File: src/tcpu_pkg.sv
`timescale 1ns / 1ps

package tcpu_pkg;

    localparam int NUM_REGS  = 8;
    localparam int REG_W     = 16;
    localparam int RIDX_W    = 3;
    localparam int PC_W      = 12;
    localparam int QDEPTH    = 4;
    localparam int QPTR_W    = 2;
    localparam int QCNT_W    = 3;

    localparam logic [REG_W-1:0] REG_RESET = 16'h0001;

    // instruction format, bits 1:0
    typedef enum logic [1:0] {
        FMT_REG = 2'd0,
        FMT_IMM = 2'd1,
        FMT_BR  = 2'd2,
        FMT_NOP = 2'd3
    } t_fmt;

    typedef enum logic [2:0] {
        ALU_ADD = 3'd0,
        ALU_SUB = 3'd1,
        ALU_AND = 3'd2,
        ALU_OR  = 3'd3,
        ALU_XOR = 3'd4,
        ALU_SHL = 3'd5,
        ALU_SHR = 3'd6,
        ALU_CMP = 3'd7
    } t_alu_op;

    // compare results and branch conditions share this coding
    localparam logic [1:0] CMP_EQ    = 2'd0;
    localparam logic [1:0] CMP_GT    = 2'd1;
    localparam logic [1:0] CMP_LT    = 2'd2;
    localparam logic [1:0] CMP_NEVER = 2'd3;

    typedef struct packed {
        t_fmt              fmt;
        t_alu_op           op;
        logic [RIDX_W-1:0] rx;
        logic [RIDX_W-1:0] ry;
        logic [7:0]        imm;
        logic              taken;
        logic [PC_W-1:0]   target;
    } t_uop;

endpackage

File: src/tcpu_front.sv
`timescale 1ns / 1ps

module tcpu_front (
    input  logic             i_in_valid,
    input  logic [15:0]      i_instr_word,
    input  logic [1:0]       i_compare_flag,
    input  logic             i_q_full,
    output logic             o_in_ready,
    output logic             o_push,
    output tcpu_pkg::t_uop   o_uop
);

    logic [1:0] w_cond;

    assign w_cond     = i_instr_word[3:2];
    assign o_in_ready = !i_q_full;
    assign o_push     = i_in_valid && !i_q_full;

    // resolve the branch here: the flag travels with the word
    always_comb begin
        o_uop.fmt    = tcpu_pkg::t_fmt'(i_instr_word[1:0]);
        o_uop.op     = tcpu_pkg::t_alu_op'(i_instr_word[4:2]);
        o_uop.rx     = i_instr_word[15:13];
        o_uop.ry     = i_instr_word[12:10];
        o_uop.imm    = i_instr_word[12:5];
        o_uop.target = i_instr_word[15:4];
        o_uop.taken  = (i_instr_word[1:0] == tcpu_pkg::FMT_BR)
                    && (w_cond != tcpu_pkg::CMP_NEVER)
                    && (i_compare_flag == w_cond);
    end

endmodule

File: src/tcpu_queue.sv
`timescale 1ns / 1ps

module tcpu_queue (
    input  logic             i_clk,
    input  logic             i_rst_n,
    input  logic             i_push,
    input  tcpu_pkg::t_uop   i_uop,
    input  logic             i_pop,
    output logic             o_full,
    output logic             o_nempty,
    output tcpu_pkg::t_uop   o_uop
);

    tcpu_pkg::t_uop                   r_data [tcpu_pkg::QDEPTH];
    logic [tcpu_pkg::QPTR_W-1:0]      r_wptr, n_wptr;
    logic [tcpu_pkg::QPTR_W-1:0]      r_rptr, n_rptr;
    logic [tcpu_pkg::QCNT_W-1:0]      r_cnt, n_cnt;

    assign o_full   = (r_cnt == tcpu_pkg::QCNT_W'(tcpu_pkg::QDEPTH));
    assign o_nempty = (r_cnt != '0);
    assign o_uop    = r_data[r_rptr];

    always_comb begin
        n_wptr = r_wptr + tcpu_pkg::QPTR_W'(i_push);
        n_rptr = r_rptr + tcpu_pkg::QPTR_W'(i_pop);
        n_cnt  = r_cnt + tcpu_pkg::QCNT_W'(i_push) - tcpu_pkg::QCNT_W'(i_pop);
    end

    always_ff @(posedge i_clk) begin
        if (!i_rst_n) begin
            r_wptr <= '0;
            r_rptr <= '0;
            r_cnt  <= '0;
        end else begin
            r_wptr <= n_wptr;
            r_rptr <= n_rptr;
            r_cnt  <= n_cnt;
        end
    end

    always_ff @(posedge i_clk) begin
        if (i_push) begin
            r_data[r_wptr] <= i_uop;
        end
    end

`ifndef SYNTH
    a_no_overflow: assert property (@(posedge i_clk) disable iff (!i_rst_n)
        o_full |-> !i_push)
        else $error("queue push while full");
    a_no_underflow: assert property (@(posedge i_clk) disable iff (!i_rst_n)
        !o_nempty |-> !i_pop)
        else $error("queue pop while empty");
    a_cnt_track: assert property (@(posedge i_clk) disable iff (!i_rst_n)
        i_push && !i_pop |=> r_cnt == $past(r_cnt) + 1'b1)
        else $error("queue count lost a push");
`endif

endmodule

File: src/tcpu_back.sv
`timescale 1ns / 1ps

module tcpu_back (
    input  logic                           i_clk,
    input  logic                           i_rst_n,
    input  logic                           i_q_nempty,
    input  tcpu_pkg::t_uop                 i_uop,
    output logic                           o_pop,
    output logic                           o_out_valid,
    input  logic                           i_out_ready,
    output logic [tcpu_pkg::REG_W-1:0]     o_dest_value,
    output logic [tcpu_pkg::PC_W-1:0]      o_next_pc
);

    // register file: one write port, two registered read ports
    logic [tcpu_pkg::REG_W-1:0]   r_mem [tcpu_pkg::NUM_REGS];
    logic [tcpu_pkg::NUM_REGS-1:0] r_valid;

    logic                         r_a_vld;
    tcpu_pkg::t_uop               r_a_uop;
    logic [tcpu_pkg::REG_W-1:0]   r_rd_x, r_rd_y, r_byp;
    logic                         r_x_byp, r_y_byp, r_x_ok, r_y_ok;

    logic [tcpu_pkg::PC_W-1:0]    r_pc, n_pc;
    logic                         r_out_vld;
    logic [tcpu_pkg::REG_W-1:0]   r_out_dest;

    logic                         w_out_free, w_a_fire, w_wr_en;
    logic [tcpu_pkg::REG_W-1:0]   w_x, w_y, w_b, w_alu, w_dest;

    assign w_out_free = !r_out_vld || i_out_ready;
    assign w_a_fire   = r_a_vld && w_out_free;
    assign o_pop      = i_q_nempty && (!r_a_vld || w_a_fire);

    // an entry never written still reads as its reset value
    assign w_x = r_x_byp ? r_byp : (r_x_ok ? r_rd_x : tcpu_pkg::REG_RESET);
    assign w_y = r_y_byp ? r_byp : (r_y_ok ? r_rd_y : tcpu_pkg::REG_RESET);
    assign w_b = (r_a_uop.fmt == tcpu_pkg::FMT_IMM) ? {8'd0, r_a_uop.imm} : w_y;

    always_comb begin
        unique case (r_a_uop.op)
            tcpu_pkg::ALU_ADD: w_alu = w_x + w_b;
            tcpu_pkg::ALU_SUB: w_alu = w_x - w_b;
            tcpu_pkg::ALU_AND: w_alu = w_x & w_b;
            tcpu_pkg::ALU_OR:  w_alu = w_x | w_b;
            tcpu_pkg::ALU_XOR: w_alu = w_x ^ w_b;
            tcpu_pkg::ALU_SHL: w_alu = (w_b[15:4] == '0) ? (w_x << w_b[3:0]) : '0;
            tcpu_pkg::ALU_SHR: w_alu = (w_b[15:4] == '0) ? (w_x >> w_b[3:0]) : '0;
            tcpu_pkg::ALU_CMP: begin
                if (w_x == w_b) begin
                    w_alu = {14'd0, tcpu_pkg::CMP_EQ};
                end else if (w_x > w_b) begin
                    w_alu = {14'd0, tcpu_pkg::CMP_GT};
                end else begin
                    w_alu = {14'd0, tcpu_pkg::CMP_LT};
                end
            end
            default: w_alu = '0;
        endcase
    end

    assign w_wr_en = w_a_fire && ((r_a_uop.fmt == tcpu_pkg::FMT_REG)
                               || (r_a_uop.fmt == tcpu_pkg::FMT_IMM));
    assign w_dest  = ((r_a_uop.fmt == tcpu_pkg::FMT_REG)
                   || (r_a_uop.fmt == tcpu_pkg::FMT_IMM)) ? w_alu : w_x;
    assign n_pc    = (r_a_uop.fmt == tcpu_pkg::FMT_BR && r_a_uop.taken)
                   ? r_a_uop.target : r_pc + 1'b1;

    always_ff @(posedge i_clk) begin
        if (w_wr_en) begin
            r_mem[r_a_uop.rx] <= w_alu;
        end
        if (o_pop) begin
            r_rd_x <= r_mem[i_uop.rx];
            r_rd_y <= r_mem[i_uop.ry];
            // forward the word written in this same cycle
            r_byp   <= w_alu;
            r_x_byp <= w_wr_en && (r_a_uop.rx == i_uop.rx);
            r_y_byp <= w_wr_en && (r_a_uop.rx == i_uop.ry);
            r_x_ok  <= r_valid[i_uop.rx];
            r_y_ok  <= r_valid[i_uop.ry];
            r_a_uop <= i_uop;
        end
        if (w_a_fire) begin
            r_out_dest <= w_dest;
        end
    end

    always_ff @(posedge i_clk) begin
        if (!i_rst_n) begin
            r_valid   <= '0;
            r_a_vld   <= 1'b0;
            r_pc      <= '0;
            r_out_vld <= 1'b0;
        end else begin
            if (w_wr_en) begin
                r_valid[r_a_uop.rx] <= 1'b1;
            end
            if (o_pop) begin
                r_a_vld <= 1'b1;
            end else if (w_a_fire) begin
                r_a_vld <= 1'b0;
            end
            if (w_a_fire) begin
                r_pc      <= n_pc;
                r_out_vld <= 1'b1;
            end else if (i_out_ready) begin
                r_out_vld <= 1'b0;
            end
        end
    end

    assign o_out_valid  = r_out_vld;
    assign o_dest_value = r_out_dest;
    assign o_next_pc    = r_pc;

`ifndef SYNTH
    a_pc_step: assert property (@(posedge i_clk) disable iff (!i_rst_n)
        w_a_fire && !(r_a_uop.fmt == tcpu_pkg::FMT_BR && r_a_uop.taken)
        |=> r_pc == $past(r_pc + 1'b1))
        else $error("counter did not advance by one");
    a_valid_set: assert property (@(posedge i_clk) disable iff (!i_rst_n)
        w_wr_en |=> r_valid[$past(r_a_uop.rx)])
        else $error("written register not marked valid");
    a_hold_stage: assert property (@(posedge i_clk) disable iff (!i_rst_n)
        r_a_vld && !w_out_free |=> r_a_vld && $stable(r_a_uop))
        else $error("execute stage lost a stalled instruction");
    a_pc_only_on_fire: assert property (@(posedge i_clk) disable iff (!i_rst_n)
        !w_a_fire |=> $stable(r_pc))
        else $error("counter moved without an instruction");
`endif

endmodule

File: src/tiny_cpu_execute_unit.sv
`timescale 1ns / 1ps

// Channel  Handshake                  Payload
// input    i_in_valid / o_in_ready    i_instr_word[15:0], i_compare_flag[1:0]
// output   o_out_valid / i_out_ready  o_dest_value[15:0], o_next_pc[11:0]
//
// One instruction per cycle sustained while the output is not stalled; each result
// passes the queue write, register file read and execute into the output
// register. The counter update and register write-back happen in the same cycle.
// Reset is synchronous, active low: registers read as one, counter is zero.
// Input stays ready through an output stall until the four-entry queue fills;
// six words fit in flight (queue, execute stage, output register).

module tiny_cpu_execute_unit (
    input  logic         i_clk,
    input  logic         i_rst_n,
    input  logic         i_in_valid,
    output logic         o_in_ready,
    input  logic [15:0]  i_instr_word,
    input  logic [1:0]   i_compare_flag,
    output logic         o_out_valid,
    input  logic         i_out_ready,
    output logic [15:0]  o_dest_value,
    output logic [11:0]  o_next_pc
);

    tcpu_pkg::t_uop w_f_uop, w_q_uop;
    logic           w_push, w_pop, w_full, w_nempty;

    tcpu_front u_front (
        .i_in_valid     (i_in_valid),
        .i_instr_word   (i_instr_word),
        .i_compare_flag (i_compare_flag),
        .i_q_full       (w_full),
        .o_in_ready     (o_in_ready),
        .o_push         (w_push),
        .o_uop          (w_f_uop)
    );

    tcpu_queue u_queue (
        .i_clk    (i_clk),
        .i_rst_n  (i_rst_n),
        .i_push   (w_push),
        .i_uop    (w_f_uop),
        .i_pop    (w_pop),
        .o_full   (w_full),
        .o_nempty (w_nempty),
        .o_uop    (w_q_uop)
    );

    tcpu_back u_back (
        .i_clk        (i_clk),
        .i_rst_n      (i_rst_n),
        .i_q_nempty   (w_nempty),
        .i_uop        (w_q_uop),
        .o_pop        (w_pop),
        .o_out_valid  (o_out_valid),
        .i_out_ready  (i_out_ready),
        .o_dest_value (o_dest_value),
        .o_next_pc    (o_next_pc)
    );

endmodule
File: config.mk
export PLATFORM = sky130hd
export DESIGN_NAME = tiny_cpu_execute_unit
export DESIGN_NICKNAME = d
export VERILOG_FILES = /design/src/tcpu_pkg.sv /design/src/tcpu_front.sv /design/src/tcpu_queue.sv /design/src/tcpu_back.sv /design/src/tiny_cpu_execute_unit.sv
export SDC_FILE = /design/constraint.sdc
export NUM_CORES = 1
export LEC_CHECK = 0
export BUFFER_PORTS_ARGS = -buffer_cell sky130_fd_sc_hd__buf_2
export CORE_MARGIN = 4
export CORE_UTILIZATION = 63
export DETAILED_ROUTE_END_ITERATION = 10
export GPL_TIMING_DRIVEN = 0
export MAX_ROUTING_LAYER = met4
export PLACE_DENSITY = 0.81
export RECOVER_POWER = 100
export SYNTH_ARGS = -nofsm -noshare
export SYNTH_HDL_FRONTEND = slang
export SYNTH_SLANG_ARGS = --single-unit
File: constraint.sdc
create_clock -name i_clk -period 18.6 [get_ports i_clk]
set_input_delay 1.86 -clock i_clk [delete_from_list [all_inputs] [get_ports i_clk]]
set_output_delay 1.86 -clock i_clk [all_outputs]
set_load 0.01 [all_outputs]
==> results of run 1 <==
==> sequential cells by signal (all words and copies together) (netlist names) <==
| name | flops |
|---|---|
| u_back.r_mem | 128 |
| u_back.r_y_byp | 1 |
| u_queue.r_wptr | 2 |
| u_queue.r_data | 68 |
| u_back.r_x_byp | 1 |
| u_back.r_a_uop | 17 |
| u_back.r_rd_x | 16 |
| u_back.r_byp | 16 |
| u_back.o_dest_value | 16 |
| u_back.r_rd_y | 16 |
| u_back.o_out_valid | 1 |
| u_queue.r_rptr | 2 |
| u_back.r_valid | 8 |
| u_back.o_next_pc | 12 |
| u_back.r_y_ok | 1 |
| u_back.r_a_vld | 1 |
| u_back.r_x_ok | 1 |
| u_queue.r_cnt | 3 |
==> synth_stat cells (all sizes together) (4+ instances only) <==
master and instances:
a21oi 75, o21bai 11, xor2 11, dfxtp 29, inv 53, nand4 4, nor2 77, xnor2 17
nand3b 15, o31ai 6, a211oi 15, o211ai 4, and3 9, nand2b 11, mux4 85, a21o 6
nor3b 5, a31oi 5, nor2b 9, nand3 19, edfxtp 281, buf 34, a22oi 16, a22o 5
o22ai 17, o21a 12, nor4 8, ha 54, and2 14, or3 4, clkbuf 51, a311oi 4
o31a 4, mux2 41, a221oi 13, mux2i 65, o21ai 49, nand2 69, nor3 21
==> cell type report <==
type	instances	area (µm²)
flip-flops and latches	310	9020
fillers	1720	7470
multi-input cells	818	7150
clock buffers	37	838
well taps	335	419
plain buffers	85	402
clock inverters	21	388
repair buffers	63	241
inverters	54	204
==> worst max-delay path, delay by kind of cell (launching register included) <==
kind	cells	cell delay, ns
buffers and inverters	3	1.00
adders and majority gates	1	0.44
and+or+nand+nor	2	0.49
DFF	1	0.33
xor gates and xnor gates	1	0.19
muxes	1	0.41
AOI/OAI and AO/OA	7	3.39
==> cell families after synthesis <==
group | Yosys count
xor+xnor | 28
buf+inv | 139
mux | 191
simple gates | 273
flops | 310
compound gates | 269
fa+ha+maj | 57
==> how the worst max path moves through the flow <==
stage	startpoint	to	slack, ns	cells past startpoint
after global placement	i_out_ready	u_queue.r_cnt[2]	10.04	11
after detailed placement	u_back.r_x_byp	u_back.o_dest_value[9]	13.33	14
after floorplan	i_out_ready	u_queue.r_cnt[2]	11.42	10
final	u_back.r_x_byp	u_back.o_dest_value[9]	12.08	15
after CTS	u_back.r_x_byp	u_back.o_dest_value[9]	13.31	14
after global routing	u_back.r_x_byp	u_back.o_dest_value[9]	11.76	15
==> routing by layer <==
| metal | vias up | track usage | share of wire |
|---|---|---|---|
| met5 | - | - | 0 |
| met4 | 0 | 0.149 | 0.052 |
| met3 | 206 | 0.0513 | 0.094 |
| met2 | 905 | 0.582 | 0.48 |
| met1 | 6003 | 0.462 | 0.37 |
| li1 | 5107 | - | - |
==> per-stage QoR <==
step	setup WS (ns)	cells	hold slack [ns]
floorplan	11.42	1267	0.452
global placement	10.04	1652	0.461
detailed placement	13.33	1665	0.468
CTS	13.31	1723	0.514
global route	11.76	1723	0.528
finish	12.08	1723	0.500
==> metrics.json, run 1 <==
{
  "status": "finished, violations left",
  "violations_in_the_final_reports": "capacitance limit, slew limit",
  "postCtsResizedCells": 0,
  "cts_hold_buffers": 0,
  "timing.final.crit_share": 0.351,
  "timing.max_cap.violations": 5,
  "post_synth.cell_area_avg_um2": 13.3,
  "core_area_um2": 26100,
  "synth_top_family_by_area": "multiplexers",
  "synthSimpleGateAreaFrac": 0.0802,
  "detailedPlacementHpwl_mm": 34.8,
  "design_area_um2": 18700,
  "synth-edff-count": 281,
  "number_of_vias_per_cell": 7.09,
  "worst-r2r-setup-slack_ns": 12.08,
  "xor_xnor_share_of_the_synthesized_area": 0.0146,
  "grt_pass1_vias": 12306,
  "finalHoldViolCount": 0,
  "placed_cell_area_um2": 17700,
  "critPathMaxStageDelay_ns": 1.25,
  "final_wirelength_mm": 50.7,
  "die_y_um": 171,
  "worstMarginPinSlew_ns": 1.76,
  "dominantRegCellSynth": "sky130_fd_sc_hd__edfxtp_1",
  "critical_path_class": "reg -> reg",
  "worstPathArrival_ns": 6.85,
  "fin_nets": 1442,
  "synthCells": 1267,
  "timing.critical_path.cells": "clkbuf_1 -> nor2b_1 -> clkbuf_1 -> a22oi_1 -> inv_1 -> ha_1 -> a21oi_1 -> o21bai_1 -> a2111oi_0 -> nor2_1 -> a2111oi_0 -> a311oi_1 -> xnor2_1 -> a211o_1 -> mux2_1",
  "port_buffers": 50,
  "rr_endpoint": "u_back.o_dest_value[9]",
  "synth_mux_area_frac": 0.180,
  "post-route-util": 0.714,
  "synth.net_count": 1346,
  "share_of_the_synthesized_area_in_compound_gates_ao_oa_aoi_oai": 0.108,
  "clock_tree.root_cell": "sky130_fd_sc_hd__clkbuf_16",
  "grt_remaining_overflow": 0,
  "slew-limit-headroom": -0.174,
  "yosysTopAreaCell": "sky130_fd_sc_hd__edfxtp_1",
  "critPathCaptureType": "flop",
  "initial_core_util": 0.643,
  "worstPathRequired_ns": 18.93,
  "holdPathStages": 2,
  "remaining_drc_errors": 0,
  "slew_violations": 103,
  "maximum_number_of_pins_on_one_net_before_global_route_repair": 35,
  "final_antenna_diode_count": 0,
  "dieArea_um2": 29300,
  "synth_cell_types": 75,
  "detailroute.via_count": 12221,
  "placement_rows": 59,
  "wire_per_inst_um": 29.5,
  "cts.htree.levels": 1,
  "postRouteAntennaNets": 0,
  "initialDrtViolationCount": 1823,
  "mostFrequentLayoutCell": "sky130_fd_sc_hd__edfxtp_1",
  "boundaryPins": 52,
  "timing.clock.skew_ns": 0.0179,
  "area_growth_pct": 11.1,
  "synth.cell_area_um2": 16800,
  "yosys.area_share.adder": 0.0438,
  "final_setup_fails": 0,
  "crit_path_start_kind": "flop",
  "floorplan.die.width_um": 171,
  "critical_path.reg2reg.startpoint": "u_back.r_x_byp",
  "rsz0062_at_grt": "no",
  "antenna_found_initial": 0,
  "cts_buffers": 31,
  "drt_first_pass_iters": 6,
  "synth_largest_type_area_fraction": 0.502,
  "clock_pin_slew_worst_setup_and_hold_paths_ns": 0.07,
  "cts.sinks": 310,
  "setup_total_negative_slack_ns": 0,
  "yosys-top-cells-area": "sky130_fd_sc_hd__edfxtp_1 50%, sky130_fd_sc_hd__mux4_2 11%, sky130_fd_sc_hd__ha_1 4.0%",
  "ys_ff_latch": 310,
  "cts_post_setup_buffers_inserted": 0,
  "async_set_or_reset_register_ratio_after_synthesis": 0,
  "holdPathEnd": "u_back.r_a_vld",
  "clock_tree.buffer_depth": 3,
  "grt_usage": 0.359,
  "holdCritStartpoint": "u_back.r_a_vld",
  "finalCriticalPeriod_ns": 6.52,
  "crit_slowest_cell": "sky130_fd_sc_hd__a2111oi_0",
  "synth_warn": 0,
  "path_max_fanout": 10,
  "layout_cell_share_with_drive_strength_beyond_1": 0.144,
  "layout.cells.most_common_list": "281 x sky130_fd_sc_hd__edfxtp_1, 124 x sky130_fd_sc_hd__clkbuf_1, 85 x sky130_fd_sc_hd__mux4_2",
  "routabilityCongestion": 0.986,
  "grt_first_pass_wirelength_mm": 76.4,
  "clock_tree_from_tritoncts": "done",
  "reg2reg_depth": 15,
  "clk_latency_ns": 0.59,
  "fmaxAchievable_mhz": 153,
  "holdCritPathClass": "reg -> reg",
  "portion_of_the_post_synthesis_area_used_by_sequential_elements": 0.537
}
Power of run 1 is left out: the tool's default activity adds up to more than one toggle a clock period on the data nets, which glitch-free logic cannot reach.
==> run 2: changes to the inputs <==
- CORE_UTILIZATION: 63 -> 57
- PLACE_DENSITY: 0.81 -> 0.77
- clock period: 18.6 -> 5.4 ns (I/O delays scaled with it)
==> metrics.json, run 2 (synthesized netlist as in run 1, its figures left out) <==
{
  "registers_with_the_highest_flip_flop_counts": "u_back.r_mem x128, u_queue.r_data x68, u_back.r_a_uop x17",
  "fmaxAchievable": {"value": 193, "unit": "MHz", "change": "+26%"},
  "grt_pass1_vias": {"value": 11749, "change": "-4.5%"},
  "final_wirelength": {"value": 48.1, "unit": "mm", "change": "-5.3%"},
  "slew_violations": {"value": 89, "change": "-14%"},
  "detailroute.via_count": {"value": 11777, "change": "-3.6%"},
  "placement_rows": {"value": 62, "change": "+5.1%"},
  "worstPathBufferInverterCount": {"value": 4, "change": "+1"},
  "status": "finished, violations left",
  "area_growth_pct": 10.5,
  "dieArea": {"value": 32300, "unit": "µm²", "change": "+10%"},
  "finalWorstSetupSlack": {"value": 0.207, "unit": "ns", "change": "-11.87 ns"},
  "cts.sinks": {"value": 310, "change": "unchanged"},
  "cts_post_setup_buffers_inserted": {"value": 0, "change": "unchanged"},
  "timing.final.crit_share": {"value": 0.962, "change": "+0.611"},
  "registers.top_by_ff_count": "u_back.r_mem",
  "finalHoldViolCount": {"value": 0, "change": "unchanged"},
  "timing.critical_path.cells": "buf_4 -> clkbuf_1 -> a22oi_1 -> inv_1 -> ha_1 -> clkbuf_1 -> or3_1 -> or2_2 -> o211a_1 -> nor2_1 -> a211oi_1 -> xor2_1 -> nor3_1 -> nor2_1",
  "final_setup_fails": {"value": 0, "change": "unchanged"},
  "top_usage_layer": "met2",
  "crit_slowest_cell": "sky130_fd_sc_hd__a22oi_1",
  "crit_path_start_kind": "flop",
  "use_met3": {"value": 0.0404, "change": "-0.0108"},
  "worstMarginPinSlew": {"value": 1.94, "unit": "ns", "change": "+0.176 ns"},
  "number_of_vias_per_cell": {"value": 6.65, "change": "-6.3%"},
  "timing.clock.skew": {"value": 0.0146, "unit": "ns", "change": "-0.00338 ns"},
  "pre_cts_ws": {"value": -0.0941, "unit": "ns", "change": "-13.42 ns"},
  "critPathCaptureType": "flop",
  "critPathMaxStageDelay": {"value": 0.98, "unit": "ns", "change": "-0.27 ns"},
  "largest_register_ffs": {"value": 128, "change": "unchanged"},
  "fin_nets": {"value": 1442, "change": "unchanged"},
  "violations_in_the_final_reports": "capacitance limit, slew limit",
  "rsz0062_at_grt": "no",
  "die_y": {"value": 180, "unit": "µm", "change": "+4.9%"},
  "clk_latency": {"value": 0.57, "unit": "ns", "change": "-0.02 ns"},
  "clock_pin_slew_worst_setup_and_hold_paths": {"value": 0.07, "unit": "ns", "change": "about the same"},
  "layout.cells.most_common_list": "281 x sky130_fd_sc_hd__edfxtp_1, 123 x sky130_fd_sc_hd__clkbuf_1, 85 x sky130_fd_sc_hd__mux4_2",
  "port_buffers": {"value": 50, "change": "unchanged"},
  "remaining_drc_errors": {"value": 0, "change": "unchanged"},
  "use_met2": {"value": 0.479, "change": "-0.103"},
  "timing.max_cap.violations": {"value": 4, "change": "-1"},
  "finalCriticalPeriod": {"value": 5.19, "unit": "ns", "change": "-1.33 ns"},
  "cts_hold_buffers": {"value": 0, "change": "unchanged"},
  "holdCritPathClass": "in -> reg",
  "postRouteAntennaNets": {"value": 0, "change": "unchanged"},
  "detailedPlacementHpwl": {"value": 33.8, "unit": "mm", "change": "-2.8%"},
  "boundaryPins": {"value": 52, "change": "unchanged"},
  "routabilityCongestion": {"value": 1.01, "change": "+2.0%"},
  "antenna_found_initial": {"value": 2, "change": "+2"},
  "initialDrtViolationCount": {"value": 1659, "change": "-9.0%"},
  "drt_first_pass_iters": {"value": 6, "change": "unchanged"},
  "cp_top_family": "simple AND/OR/NAND/NOR gates",
  "clock_tree_from_tritoncts": "done",
  "worstPathArrival": {"value": 5.44, "unit": "ns", "change": "-1.41 ns"},
  "mostFrequentLayoutCell": "sky130_fd_sc_hd__edfxtp_1",
  "path_max_fanout": {"value": 10, "change": "unchanged"},
  "wire_per_inst": {"value": 27.1, "unit": "µm", "change": "-7.9%"},
  "design_area": {"value": 18600, "unit": "µm²", "change": "-0.48%"},
  "critical_path_class": "reg -> reg",
  "grt_first_pass_wirelength": {"value": 72.1, "unit": "mm", "change": "-5.7%"},
  "clock_tree.root_cell": "sky130_fd_sc_hd__clkbuf_16",
  "floorplan.die.width": {"value": 180, "unit": "µm", "change": "+4.9%"},
  "slew-limit-headroom": {"value": -0.291, "change": "-0.117"},
  "cts_buffers": {"value": 30, "change": "-3.2%"},
  "grt_use_met1": {"value": 0.398, "change": "-0.0644"},
  "clock_tree.buffer_depth": {"value": 3, "change": "unchanged"},
  "initial_core_util": {"value": 0.582, "change": "-0.0607"},
  "grt_usage": {"value": 0.298, "change": "-0.0611"},
  "core_area": {"value": 28900, "unit": "µm²", "change": "+10%"},
  "post-route-util": {"value": 0.644, "change": "-0.0705"},
  "maximum_number_of_pins_on_one_net_before_global_route_repair": {"value": 34, "change": "-2.9%"},
  "worstPathRequired": {"value": 5.65, "unit": "ns", "change": "-13.28 ns"},
  "cts.htree.levels": {"value": 1, "change": "unchanged"},
  "grt_remaining_overflow": {"value": 0, "change": "unchanged"},
  "placed_cell_area": {"value": 17800, "unit": "µm²", "change": "+0.35%"},
  "layout_cell_share_with_drive_strength_beyond_1": {"value": 0.149, "change": "+0.00443"}
}
-- run 2: stage by stage --
step / cells / setup TNS (ns) / hold WS (ns)
2_1_floorplan: 1267 / 0 / 0.452
3_3_place_gp: 1701 / 0 / 0.460
3_5_place_dp: 1715 / -1.62 / 0.479
4_1_cts: 1771 / 0 / 0.159
5_1_grt: 1772 / 0 / 0.228
6_report: 1772 / 0 / 0.218
-- run 2: repair_timing --
item,CTS,global route
setup endpoints to repair,27,66
gates resized for setup,3,6
cloned,0,0
-- run 2: path summary, 6_finish.rpt --
path	start	end	slack, ns	cells after the start
max reg2reg	u_back.r_x_byp	u_back.r_mem[5][14]	0.21	14
min reg2reg	u_back.r_valid[7]	u_back.r_valid[7]	0.49	1
max	u_back.r_x_byp	u_back.r_mem[5][14]	0.21	14
min	i_instr_word[12]	u_queue.r_data[3][23]	0.22	1
-- run 2: layout make-up --
cell class / instances / area (µm²)
well taps: 384 / 480
inverters: 54 / 204
diodes: 1 / 2.50
flip-flops and latches: 310 / 9020
clock buffers: 41 / 895
fillers: 2180 / 10300
repair buffers: 64 / 245
clock inverters: 15 / 128
plain buffers: 85 / 408
multi-input cells: 818 / 7190
-- run 2: metal layers --
metal | vias to the layer above | wire (µm)
li1 | 5108 | -
met1 | 5913 | 18700
met2 | 651 | 23200
met3 | 105 | 4230
met4 | 0 | 1910
met5 | - | 0
Power of run 2 is left out for the same reason.
